[src/rtl/rrr_pkg.sv]
`timescale 1ns / 1ps
// ----------------------------------------------------------------------------
// rrr_pkg: shared types and constants of the round-robin ready ring
// Slot count, field widths, request kinds and the request/result records.
// ----------------------------------------------------------------------------
package rrr_pkg;

	localparam int MAX_SLOTS = 16;
	localparam int IDX_W     = (MAX_SLOTS > 1) ? $clog2(MAX_SLOTS) : 1;
	localparam int CNT_W     = $clog2(MAX_SLOTS + 1);
	localparam int KIND_W    = 2;
	localparam int SLOT_W    = 4;
	localparam int LEN_W     = 5;

	localparam logic [KIND_W-1:0] KIND_ADMIT  = 2'd0;
	localparam logic [KIND_W-1:0] KIND_REMOVE = 2'd1;
	localparam logic [KIND_W-1:0] KIND_NEXT   = 2'd2;

	typedef logic [IDX_W-1:0] idx_t;
	typedef logic [CNT_W-1:0] cnt_t;

	typedef struct packed {
		logic [KIND_W-1:0] kind;
		logic [SLOT_W-1:0] thread_slot;
	} req_t;

	typedef struct packed {
		logic [SLOT_W-1:0] chosen_slot;
		logic              chosen_valid;
		logic [LEN_W-1:0]  queue_length;
		logic              status;
	} rsp_t;

endpackage

[src/rtl/rrr_req_if.sv]
`timescale 1ns / 1ps
// ----------------------------------------------------------------------------
// rrr_req_if: request channel
// Valid/ready handshake carrying a request kind and a thread slot.
// ----------------------------------------------------------------------------
interface rrr_req_if;
	logic                         valid;
	logic                         ready;
	logic [rrr_pkg::KIND_W-1:0]   kind;
	logic [rrr_pkg::SLOT_W-1:0]   thread_slot;

	modport source (output valid, output kind, output thread_slot, input ready);
	modport sink (input valid, input kind, input thread_slot, output ready);
endinterface

[src/rtl/rrr_rsp_if.sv]
`timescale 1ns / 1ps
// ----------------------------------------------------------------------------
// rrr_rsp_if: result channel
// Valid/ready handshake carrying the chosen slot, ring length and status.
// ----------------------------------------------------------------------------
interface rrr_rsp_if;
	logic                        valid;
	logic                        ready;
	logic [rrr_pkg::SLOT_W-1:0]  chosen_slot;
	logic                        chosen_valid;
	logic [rrr_pkg::LEN_W-1:0]   queue_length;
	logic                        status;

	modport source (output valid, output chosen_slot, output chosen_valid,
		output queue_length, output status, input ready);
	modport sink (input valid, input chosen_slot, input chosen_valid,
		input queue_length, input status, output ready);
endinterface

[src/rtl/rrr_ring.sv]
`timescale 1ns / 1ps
// ----------------------------------------------------------------------------
// rrr_ring: ring state and its update logic
// Holds the forward/backward link flops, membership, head, tail and count,
// and applies one request per step.
// ----------------------------------------------------------------------------
module rrr_ring (
	input  logic          clk,
	input  logic          arst_n,
	input  logic          step,
	input  rrr_pkg::req_t req,
	output rrr_pkg::rsp_t rsp
);
	import rrr_pkg::*;

	typedef struct packed {
		logic en;
		idx_t addr;
		idx_t data;
	} link_wr_t;

	idx_t                 fwd_q [MAX_SLOTS];
	idx_t                 bwd_q [MAX_SLOTS];
	logic [MAX_SLOTS-1:0] member_q;
	idx_t                 head_q;
	idx_t                 tail_q;
	cnt_t                 count_q;

	idx_t                 s;
	logic                 in_range;
	logic                 is_member;
	idx_t                 fwd_rd_addr;
	idx_t                 fwd_rd;
	idx_t                 bwd_rd;
	link_wr_t             fwd_a, fwd_b, bwd_a, bwd_b;
	logic [MAX_SLOTS-1:0] member_d;
	idx_t                 head_d;
	idx_t                 tail_d;
	cnt_t                 count_d;

	assign s           = idx_t'(req.thread_slot);
	assign in_range    = (32'(req.thread_slot) < 32'(MAX_SLOTS));
	assign is_member   = member_q[s];
	assign fwd_rd_addr = (req.kind == KIND_NEXT) ? head_q : s;
	assign fwd_rd      = fwd_q[fwd_rd_addr];
	assign bwd_rd      = bwd_q[s];

	always_comb begin
		fwd_a    = '0;
		fwd_b    = '0;
		bwd_a    = '0;
		bwd_b    = '0;
		member_d = member_q;
		head_d   = head_q;
		tail_d   = tail_q;
		count_d  = count_q;
		rsp      = '0;
		unique case (req.kind)
			KIND_ADMIT: begin
				if (in_range && !is_member) begin
					member_d[s] = 1'b1;
					count_d     = count_q + cnt_t'(1);
					tail_d      = s;
					fwd_a       = '{en: 1'b1, addr: s, data: s};
					bwd_a       = '{en: 1'b1, addr: s, data: s};
					if (count_q == '0) begin
						head_d = s;
					end else begin
						fwd_a.data = head_q;
						bwd_a.data = tail_q;
						fwd_b      = '{en: 1'b1, addr: tail_q, data: s};
						bwd_b      = '{en: 1'b1, addr: head_q, data: s};
					end
				end else begin
					rsp.status = 1'b1;
				end
			end
			KIND_REMOVE: begin
				if (in_range && is_member) begin
					member_d[s] = 1'b0;
					count_d     = count_q - cnt_t'(1);
					if (count_q <= cnt_t'(1)) begin
						head_d = '0;
					end else begin
						fwd_a = '{en: 1'b1, addr: bwd_rd, data: fwd_rd};
						bwd_a = '{en: 1'b1, addr: fwd_rd, data: bwd_rd};
						if (head_q == s) head_d = fwd_rd;
						if (tail_q == s) tail_d = bwd_rd;
					end
				end else begin
					rsp.status = 1'b1;
				end
			end
			KIND_NEXT: begin
				if (count_q != '0) begin
					rsp.chosen_slot  = SLOT_W'(head_q);
					rsp.chosen_valid = 1'b1;
					head_d           = fwd_rd;
					tail_d           = head_q;
				end
			end
			default: begin
				rsp.status = 1'b1;
			end
		endcase
		rsp.queue_length = LEN_W'(count_d);
	end

	always_ff @(posedge clk or negedge arst_n) begin
		if (!arst_n) begin
			member_q <= '0;
			head_q   <= '0;
			tail_q   <= '0;
			count_q  <= '0;
		end else if (step) begin
			member_q <= member_d;
			head_q   <= head_d;
			tail_q   <= tail_d;
			count_q  <= count_d;
		end
	end

	always_ff @(posedge clk) begin
		if (step) begin
			for (int i = 0; i < MAX_SLOTS; i++) begin
				if (fwd_a.en && fwd_a.addr == idx_t'(i)) begin
					fwd_q[i] <= fwd_a.data;
				end else if (fwd_b.en && fwd_b.addr == idx_t'(i)) begin
					fwd_q[i] <= fwd_b.data;
				end
				if (bwd_a.en && bwd_a.addr == idx_t'(i)) begin
					bwd_q[i] <= bwd_a.data;
				end else if (bwd_b.en && bwd_b.addr == idx_t'(i)) begin
					bwd_q[i] <= bwd_b.data;
				end
			end
		end
	end

endmodule

[src/rtl/round_robin_ready_ring.sv]
`timescale 1ns / 1ps
// ----------------------------------------------------------------------------
// round_robin_ready_ring: round-robin ready queue of thread slots
// Admit, remove and next/rotate requests on a circular doubly linked ring.
// ----------------------------------------------------------------------------
// One request per clock is accepted while the result channel is not stalled,
// and each yields one result (input register, then result register). The link
// tables live in flops, so admit, remove and rotate each finish between the
// two registers, and a request sees all earlier updates. Duplicate admit,
// absent remove and unused kinds are rejected with status 1 and no change.
module round_robin_ready_ring (
	input logic  clk,
	input logic  arst_n,
	rrr_req_if.sink   req,
	rrr_rsp_if.source rsp
);
	import rrr_pkg::*;

	logic  req_valid_s1;
	req_t  req_s1;
	logic  rsp_valid_s2;
	rsp_t  rsp_s2;
	rsp_t  ring_rsp;
	logic  advance;
	logic  fire;

	assign advance   = !rsp_valid_s2 || rsp.ready;
	assign fire      = req_valid_s1 && advance;
	assign req.ready = !req_valid_s1 || advance;

	rrr_ring u_ring (
		.clk    (clk),
		.arst_n (arst_n),
		.step   (fire),
		.req    (req_s1),
		.rsp    (ring_rsp)
	);

	always_ff @(posedge clk or negedge arst_n) begin
		if (!arst_n) begin
			req_valid_s1 <= 1'b0;
			rsp_valid_s2 <= 1'b0;
		end else begin
			if (req.valid && req.ready) begin
				req_valid_s1 <= 1'b1;
			end else if (fire) begin
				req_valid_s1 <= 1'b0;
			end
			if (fire) begin
				rsp_valid_s2 <= 1'b1;
			end else if (rsp.ready) begin
				rsp_valid_s2 <= 1'b0;
			end
		end
	end

	always_ff @(posedge clk) begin
		if (req.valid && req.ready) begin
			req_s1.kind        <= req.kind;
			req_s1.thread_slot <= req.thread_slot;
		end
		if (fire) begin
			rsp_s2 <= ring_rsp;
		end
	end

	assign rsp.valid        = rsp_valid_s2;
	assign rsp.chosen_slot  = rsp_s2.chosen_slot;
	assign rsp.chosen_valid = rsp_s2.chosen_valid;
	assign rsp.queue_length = rsp_s2.queue_length;
	assign rsp.status       = rsp_s2.status;

	a_chosen_ok: assert property (@(posedge clk) disable iff (!arst_n)
		rsp_valid_s2 && rsp_s2.chosen_valid |->
			!rsp_s2.status && rsp_s2.queue_length != '0)
		else $error("chosen result with error or empty ring");

	a_fire_fills: assert property (@(posedge clk) disable iff (!arst_n)
		fire |=> rsp_valid_s2)
		else $error("processed request left no result");

	a_stall_cause: assert property (@(posedge clk) disable iff (!arst_n)
		!req.ready |-> req_valid_s1 && rsp_valid_s2 && !rsp.ready)
		else $error("request side stalled without a blocked result");

endmodule

[src/flat_wrapper.sv]
// flat-port wrapper written by rule: the top's interface ports become plain ports
module round_robin_ready_ring_flat import rrr_pkg::*;
  (clk, arst_n, req_valid, req_kind, req_thread_slot, req_ready, rsp_valid, rsp_chosen_slot, rsp_chosen_valid, rsp_queue_length, rsp_status, rsp_ready);
  rrr_req_if req_i ();
  rrr_rsp_if rsp_i ();
  input logic clk;
  input logic arst_n;
  input wire logic [$bits(req_i.valid)-1:0] req_valid;
  input wire logic [$bits(req_i.kind)-1:0] req_kind;
  input wire logic [$bits(req_i.thread_slot)-1:0] req_thread_slot;
  output wire logic [$bits(req_i.ready)-1:0] req_ready;
  output wire logic [$bits(rsp_i.valid)-1:0] rsp_valid;
  output wire logic [$bits(rsp_i.chosen_slot)-1:0] rsp_chosen_slot;
  output wire logic [$bits(rsp_i.chosen_valid)-1:0] rsp_chosen_valid;
  output wire logic [$bits(rsp_i.queue_length)-1:0] rsp_queue_length;
  output wire logic [$bits(rsp_i.status)-1:0] rsp_status;
  input wire logic [$bits(rsp_i.ready)-1:0] rsp_ready;
  assign req_i.valid = req_valid;
  assign req_i.kind = req_kind;
  assign req_i.thread_slot = req_thread_slot;
  assign req_ready = req_i.ready;
  assign rsp_valid = rsp_i.valid;
  assign rsp_chosen_slot = rsp_i.chosen_slot;
  assign rsp_chosen_valid = rsp_i.chosen_valid;
  assign rsp_queue_length = rsp_i.queue_length;
  assign rsp_status = rsp_i.status;
  assign rsp_i.ready = rsp_ready;
  round_robin_ready_ring u_core (.clk(clk), .arst_n(arst_n), .req(req_i), .rsp(rsp_i));
endmodule
[config.mk]
export PLATFORM = sky130hd
export DESIGN_NAME = round_robin_ready_ring_flat
export DESIGN_NICKNAME = d
export VERILOG_FILES = /design/src/rtl/rrr_pkg.sv /design/src/rtl/rrr_req_if.sv /design/src/rtl/rrr_rsp_if.sv /design/src/rtl/rrr_ring.sv /design/src/rtl/round_robin_ready_ring.sv /design/src/flat_wrapper.sv
export SDC_FILE = /design/constraint.sdc
export NUM_CORES = 1
export LEC_CHECK = 0
export ABC_AREA = 1
export BUFFER_PORTS_ARGS = -buffer_cell sky130_fd_sc_hd__buf_2
export CAP_MARGIN = 20
export CELL_PAD_IN_SITES_DETAIL_PLACEMENT = 0
export CELL_PAD_IN_SITES_GLOBAL_PLACEMENT = 1
export CORE_ASPECT_RATIO = 0.8
export CORE_MARGIN = 2
export CORE_UTILIZATION = 51
export DETAILED_ROUTE_END_ITERATION = 8
export PLACE_DENSITY = 0.91
export SETUP_SLACK_MARGIN = 0.3
export SLEW_MARGIN = 20
export SYNTH_ARGS = -nofsm -noshare
export SYNTH_HDL_FRONTEND = slang
export SYNTH_SLANG_ARGS = --single-unit
export TNS_END_PERCENT = 1
[constraint.sdc]
create_clock -name clk -period 7.85 [get_ports clk]
set_clock_uncertainty 0.1 [all_clocks]
set_input_delay 0 -clock clk [delete_from_list [all_inputs] [get_ports clk]]
set_output_delay 0 -clock clk [all_outputs]
set_load 0.01 [all_outputs]
==> results of run 1 <==
## layout make-up
| class | count | share of cell area [%] |
|---|---|---|
| inverter | 60 | 1.928 |
| clock buffer | 21 | 3.770 |
| timing repair buffer | 40 | 2.335 |
| clock inverter | 11 | 0.8781 |
| sequential | 180 | 44.59 |
| tap | 269 | 2.881 |
| multi-input combinational | 1119 | 43.62 |
## routing by layer
layer  GRT usage (%)  wire length [um]
met1           42.51             13860
met2           41.46             13330
met3           6.492              3597
met4           8.669               709
met5               0                 0
## cell usage in the layout, fill, tap and decap left out, types with 5 or more instances in the layout
cell type / n
inv_2: 7
nor2_1: 47
nor3_1: 5
o21ai_2: 9
inv_1: 52
o22ai_1: 5
nand2_2: 6
nor2_2: 30
xor2_1: 7
a21oi_1: 15
nand2_1: 593
clkbuf_16: 17
buf_4: 7
o21ai_0: 85
nand4_1: 5
edfxtp_1: 145
buf_2: 22
ha_1: 8
dfrtp_1: 31
dlygate4sd3_1: 11
nand3_1: 282
## kinds of logic after synthesis
kind of cell | Yosys count | synth area share [%]
AOI/OAI and AO/OA | 121 | 5.833
xor gates and xnor gates | 8 | 0.6482
adders and majority gates | 8 | 0.9260
buffers and inverters | 123 | 5.035
DFF | 180 | 48.19
and+or+nand+nor | 982 | 39.36
## power by group
part	internal [uW]	switching, uW
Combinational	259	691
Sequential	1190	95.4
Clock	439	372
## final timing paths
path                             startpoint                    endpoint  cells after the start
setup / recovery           u_core.req_s1[4]   u_core.u_ring.bwd_q[0][2]                     13
hold / removal                       arst_n  asynchronous set/reset pin                      2
setup reg to reg           u_core.req_s1[4]   u_core.u_ring.bwd_q[0][2]                     13
hold reg to reg                    register                    register                      2
max in group asynchronous            arst_n     u_core.u_ring.head_q[1]                      2
min in group clk                req_kind[0]            u_core.req_s1[4]                      2
## per-stage QoR
| step | power (uW) | instances |
|---|---|---|
| after floorplan | 1929 | 1422 |
| after global placement | 2207 | 1657 |
| after detailed placement | 2216 | 1657 |
| after CTS | 3022 | 1700 |
| after global routing | 3201 | 1700 |
| final | 3042 | 1700 |
## what timing repair did
action | 4_1_cts | 5_1_grt
hold buffers | 11 | 0
buffers inserted | 0 | 0
endpoints found under the hold margin | 49 | 0
gates resized for setup | 0 | 0
==> summary.md, run 1 <==
| Metric | Value |
|---|---|
| Fraction of layout cells with a size suffix above 1 | `8.526%` |
| Final wirelength | `31500 um` |
| Commonest cells post-synth | `nand2_1, nand3_1, edfxtp_1` |
| Die W | `166.8 um` |
| Fin Setup TNS | `0 ns` |
| Achievable Freq | `219.3 MHz` |
| Clk buf depth | `2` |
| Period utilization | `58.08%` |
| Placed Area | `0.01103 mm^2` |
| Hold_ws | `0.06598 ns` |
| Clock transition at path regs | `0.07 ns` |
| DR pass1 iterations | `6` |
| GRT Resource Usage Total | `28.51%` |
| Fin. Hold Viols | `0` |
| Post-Route Utilization | `56.28%` |
| Post-synth EDFFs | `145` |
| Post-synth top area share | `40.28%` |
| Worst Tran Pin Value | `1.158 ns` |
| Maxcap violations | `0` |
| Die Y-Extent | `134.2 um` |
| # rows | `47` |
| First-pass GRT wire length | `48970 um` |
| CTS root buf | `clkbuf_16` |
| Synthesized flop and latch total | `180` |
| Wire length per cell | `18.53 um` |
| Skew-Pair Late Insertion Delay | `0.44 ns` |
| Critical-path cell list | `inv_1 -> ha_1 -> nand2_1 -> nand2_2 -> nand2_1 -> nand3_1 -> nand3_1 -> nand3_1 -> nand3_1 -> nand2_1 -> nor2_1 -> nand2_1 -> o21ai_0` |
| Seq/Total Area, Yosys | `48.19%` |
| Crit path launch type | `register` |
| R2R setup slack | `3.29 ns` |
| Pleak | `0.004969 uW` |
| IO Port Bufs | `22` |
| Pins over their slew limit | `0` |
| Setup Crit Path Kind | `register to register` |
| Cells after Synth | `1422` |
| Syn Nets | `1440` |
| Sequential cell area | `0.005210 mm^2` |
| Slew headroom | `22.81%` |
| Total CTS buffers | `17` |
| Remaining antenna violation count | `0` |
| Synth Area per Inst | `7.602 um^2` |
| TritonCTS clock tree | `yes` |
| Worst endpoint data arrival time | `4.53 ns` |
| Pre-CTS WS | `3.438 ns` |
| DR vias/cell | `5.823` |
| Crit-path slowest cell | `nand2_1` |
| Core area | `0.02076 mm^2` |
| # fillers | `1945` |
| Worst Path Max Fanout | `32` |
| GRT overflow | `0` |
| Htree depth | `4` |
| Die ar. | `0.02238 mm^2` |
| Area growth syn-to-layout | `8.079%` |
| Largest net degree at the start of global routing | `37` |
| Initial Util | `52.08%` |
| Pwr dens | `260.4 mW/mm^2` |
| Worst VDD drop | `0.0001382 V` |
| Status | `completed` |
| Synth Cell Area | `0.01081 mm^2` |
| Distinct cell type count after synthesis | `39` |
| YS warnings | `0` |
| HPWL Detailed | `21290 um` |
| WP buf/inv | `1` |
| CP delay by family, top | `simple AND/OR/NAND/NOR gates` |
| Multi-input gate area | `0.005096 mm^2` |
| CP required | `7.82 ns` |
| Most common cell in the netlist | `nand2_1` |
| Antenna cells | `0` |
| Final setup vio count | `0` |
| Nets | `1436` |
| Kind of end point of the critical path | `register` |
| Vias in the first global route | `8803` |
| Drt first-iter violations | `1476` |
| Tmin final | `4.559 ns` |
| Asr flop ratio synth | `17.22%` |
| Initial antenna violation count | `0` |
| Area leader, netlist | `edfxtp_1` |
| DRC | `0` |
| Setup WS post-layout | `3.291 ns` |
| Ys flop type | `edfxtp_1` |
| # IOs | `23` |
| # clock sinks | `180` |
| Worst min-delay path class | `input port to asynchronous set/reset pin` |
| Finished layout cell area | `0.01168 mm^2` |
| Largest cells by area after synthesis | `edfxtp_1, nand2_1, nand3_1` |
| Final Wtd Congestion | `0.9514` |
| CP max stage delay | `0.58 ns` |
| RSZ-0062 raised after global routing | `false` |
| Total number of vias | `9899` |
Note: power is estimated with default switching activity, not from simulation.
==> run 2, diff against run 1 <==
Settings changed: ABC_AREA 1 to 0, CORE_UTILIZATION 51 to 52, PLACE_DENSITY 0.91 to 0.85.
Clock period 7.85 ns to 4.7 ns, I/O delays scaled along.
==> run 2 against run 1 <==
Effect of this change: synthesized cell count fell by 39%; sequential power rose by 62%; worst hold slack improved by 0.0079 ns; setup slack got worse by 2.9 ns; critical path type unchanged; largest cell class unchanged.
==> summary.md, run 2 <==
| Metric | Value |
|---|---|
| Int Power | `3180 uW` |
| Final wirelength | `30080 um` |
| CTS root buf | `clkbuf_16` |
| Total number of vias | `7810` |
| IO Port Bufs | `22` |
| Largest net degree at the start of global routing | `32` |
| Slew headroom | `26.89%` |
| Placed Area | `0.01101 mm^2` |
| Worst endpoint data arrival time | `4.27 ns` |
| Initial Util | `53.30%` |
| HPWL Detailed | `21070 um` |
| Period utilization | `90.83%` |
| Setup Crit Path Kind | `register to register` |
| GRT Resource Usage Total | `28.97%` |
| Clk pwr share | `29.6%` |
| Post-synth EDFFs | `145` |
| Initial antenna violation count | `0` |
| YS warnings | `0` |
| Die W | `163.7 um` |
| Clk buf depth | `2` |
| Skew-Pair Late Insertion Delay | `0.44 ns` |
| Fin Setup TNS | `0 ns` |
| DR pass1 iterations | `5` |
| Clock transition at path regs | `0.08 ns` |
| # rows | `46` |
| Worst Tran Pin Value | `1.089 ns` |
| Synthesized flop and latch total | `180` |
| Total design power | `4852 uW` |
| Fraction of layout cells with a size suffix above 1 | `19.55%` |
| Post-synth top area share | `41.02%` |
| Final Wtd Congestion | `0.9833` |
| Commonest cells post-synth | `edfxtp_1, mux2i_1, nand2_1` |
| Drt first-iter violations | `1109` |
| Area leader, netlist | `edfxtp_1` |
| GRT overflow | `0` |
| # fillers | `1602` |
| Post-Route Utilization | `58.83%` |
| TritonCTS clock tree | `yes` |
| Sequential cell area | `0.005210 mm^2` |
| Synth Area per Inst | `12.19 um^2` |
| Most common cell in the netlist | `edfxtp_1` |
| Die ar. | `0.02158 mm^2` |
| Maxcap violations | `0` |
| Final setup vio count | `0` |
| Worst Path Max Fanout | `14` |
| Core area | `0.01991 mm^2` |
| CP required | `4.70 ns` |
| Status | `completed` |
| Tmin final | `4.269 ns` |
| Worst min-delay path class | `input port to asynchronous set/reset pin` |
| Pleak | `0.004421 uW` |
| Most frequent cells in the layout | `edfxtp_1, mux2i_1, nand2_1, a21oi_1, mux4_2` |
| Asr flop ratio synth | `17.22%` |
| Seq/Total Area, Yosys | `49.09%` |
| RSZ-0062 raised after global routing | `true` |
| Synth Cell Area | `0.01061 mm^2` |
| Multi-input gate area | `0.004922 mm^2` |
| DRC | `0` |
| Largest cells by area after synthesis | `edfxtp_1, mux2i_1, dfrtp_1` |
| # IOs | `23` |
| Nets | `900` |
| Vias in the first global route | `7728` |
| Syn Nets | `889` |
| CP max stage delay | `0.93 ns` |
| Comb power frac | `27.7%` |
| Most common cell after layout, fill and taps aside | `edfxtp_1` |
| Remaining antenna violation count | `0` |
| Sw Ratio | `34.47%` |
| Sw power | `1673 uW` |
| # clock sinks | `180` |
| Area growth syn-to-layout | `10.39%` |
| Hold_ws | `0.07390 ns` |
| Finished layout cell area | `0.01172 mm^2` |
| Pins over their slew limit | `0` |
| Total CTS buffers | `17` |
| Flop pwr share | `42.7%` |
| Die Y-Extent | `131.8 um` |
| First-pass GRT wire length | `46870 um` |
| Ys flop type | `edfxtp_1` |
| Antenna cells | `0` |
| Achievable Freq | `234.2 MHz` |
| Worst VDD drop | `0.0002209 V` |
| Cells after Synth | `871` |
| Kind of end point of the critical path | `register` |
| Crit-path slowest cell | `o21ai_1` |
| Critical-path cell list | `nor2b_1 -> a22o_1 -> o21a_1 -> o21ai_1 -> nor2_1 -> a21oi_1 -> o2111a_1 -> o21bai_1` |
| Pwr dens | `414.2 mW/mm^2` |
| Wire length per cell | `25.95 um` |
| Setup Buffers After CTS | `0` |
| DR vias/cell | `6.739` |
| Crit path launch type | `register` |
| Htree depth | `4` |
| Distinct cell type count after synthesis | `88` |
| Fin. Hold Viols | `0` |
run 2: changes by cell type after synthesis, moves of 10 or more:
cell and change:
mux4_2 +33, nand3_1 -269, a21oi_1 +24, mux2_2 +17, mux2i_1 +143, nand2b_1 +14, nor4_1 +12, nor2_1 -18
o21ai_0 -60, nor2_2 -25, a22oi_1 +10, clkbuf_1 +12, nand2_1 -534, inv_1 -21
run 2: critical path: cells and delay by family (launching register included):
family / cells / cell delay [ns]
AOI/OAI and AO/OA: 6 / 2.67
DFF: 1 / 0.81
and+or+nand+nor: 2 / 0.32
run 2: power by group through the flow:
stage               registers, uW  logic, uW  clock network, uW
floorplan                    1970       1030                  0
global placement             2090       1250                  0
detailed placement           2090       1290                  0
CTS                          2060       1310               1450
global route                 2080       1450               1530
finish                       2070       1340               1440
run 2: kinds of logic after synthesis:
| family | share of synthesized area [%] |
|---|---|
| xor+xnor | 0.6602 |
| fa+ha+maj | 0.9431 |
| mux | 22.40 |
| simple gates | 8.688 |
| compound gates | 13.63 |
| buf+inv | 4.597 |
| flops | 49.09 |
run 2: worst paths after layout:
path	startpoint	end	cells after the start	slack, ns
max in group asynchronous	arst_n	u_core.u_ring.tail_q[1]	2	3.91
min	arst_n	asynchronous set/reset pin	2	0.07
min reg2reg	register	register	2	0.42
max reg2reg	u_core.req_s1[1]	u_core.u_ring.bwd_q[9][3]	8	0.43
min in group clk	req_kind[1]	u_core.req_s1[5]	2	0.18
max	u_core.req_s1[1]	u_core.u_ring.bwd_q[9][3]	8	0.43
run 2: layout make-up:
cell class	count	area share, %
clock buffer	21	4.122
clock inverter	11	0.9611
inverter	36	1.153
multi-input combinational	580	42.01
sequential	180	44.47
tap	264	2.819
timing repair buffer	67	4.464
run 2: layer usage:
metal / share of wire (%) / global-route usage, % / up-vias
li1: - / - / 3369
met1: 42 / 41.85 / 3901
met4: 1.8 / 8.285 / 0
met5: 0 / 0 / -
met3: 9.9 / 7.109 / 51
met2: 46 / 43.70 / 489
run 2: repair_timing:
action,4_1_cts,5_1_grt
hold endpoints to repair,49,0
resized for setup,0,2
endpoints found under the setup margin,0,62
hold buffers,10,0
run 2: per-stage QoR:
stage	instances	setup WS [ns]
2_1_floorplan	871	1.292
3_3_place_gp	1117	0.6334
3_5_place_dp	1117	0.4852
4_1_cts	1159	0.4657
5_1_grt	1159	0.2578
6_report	1159	0.4308
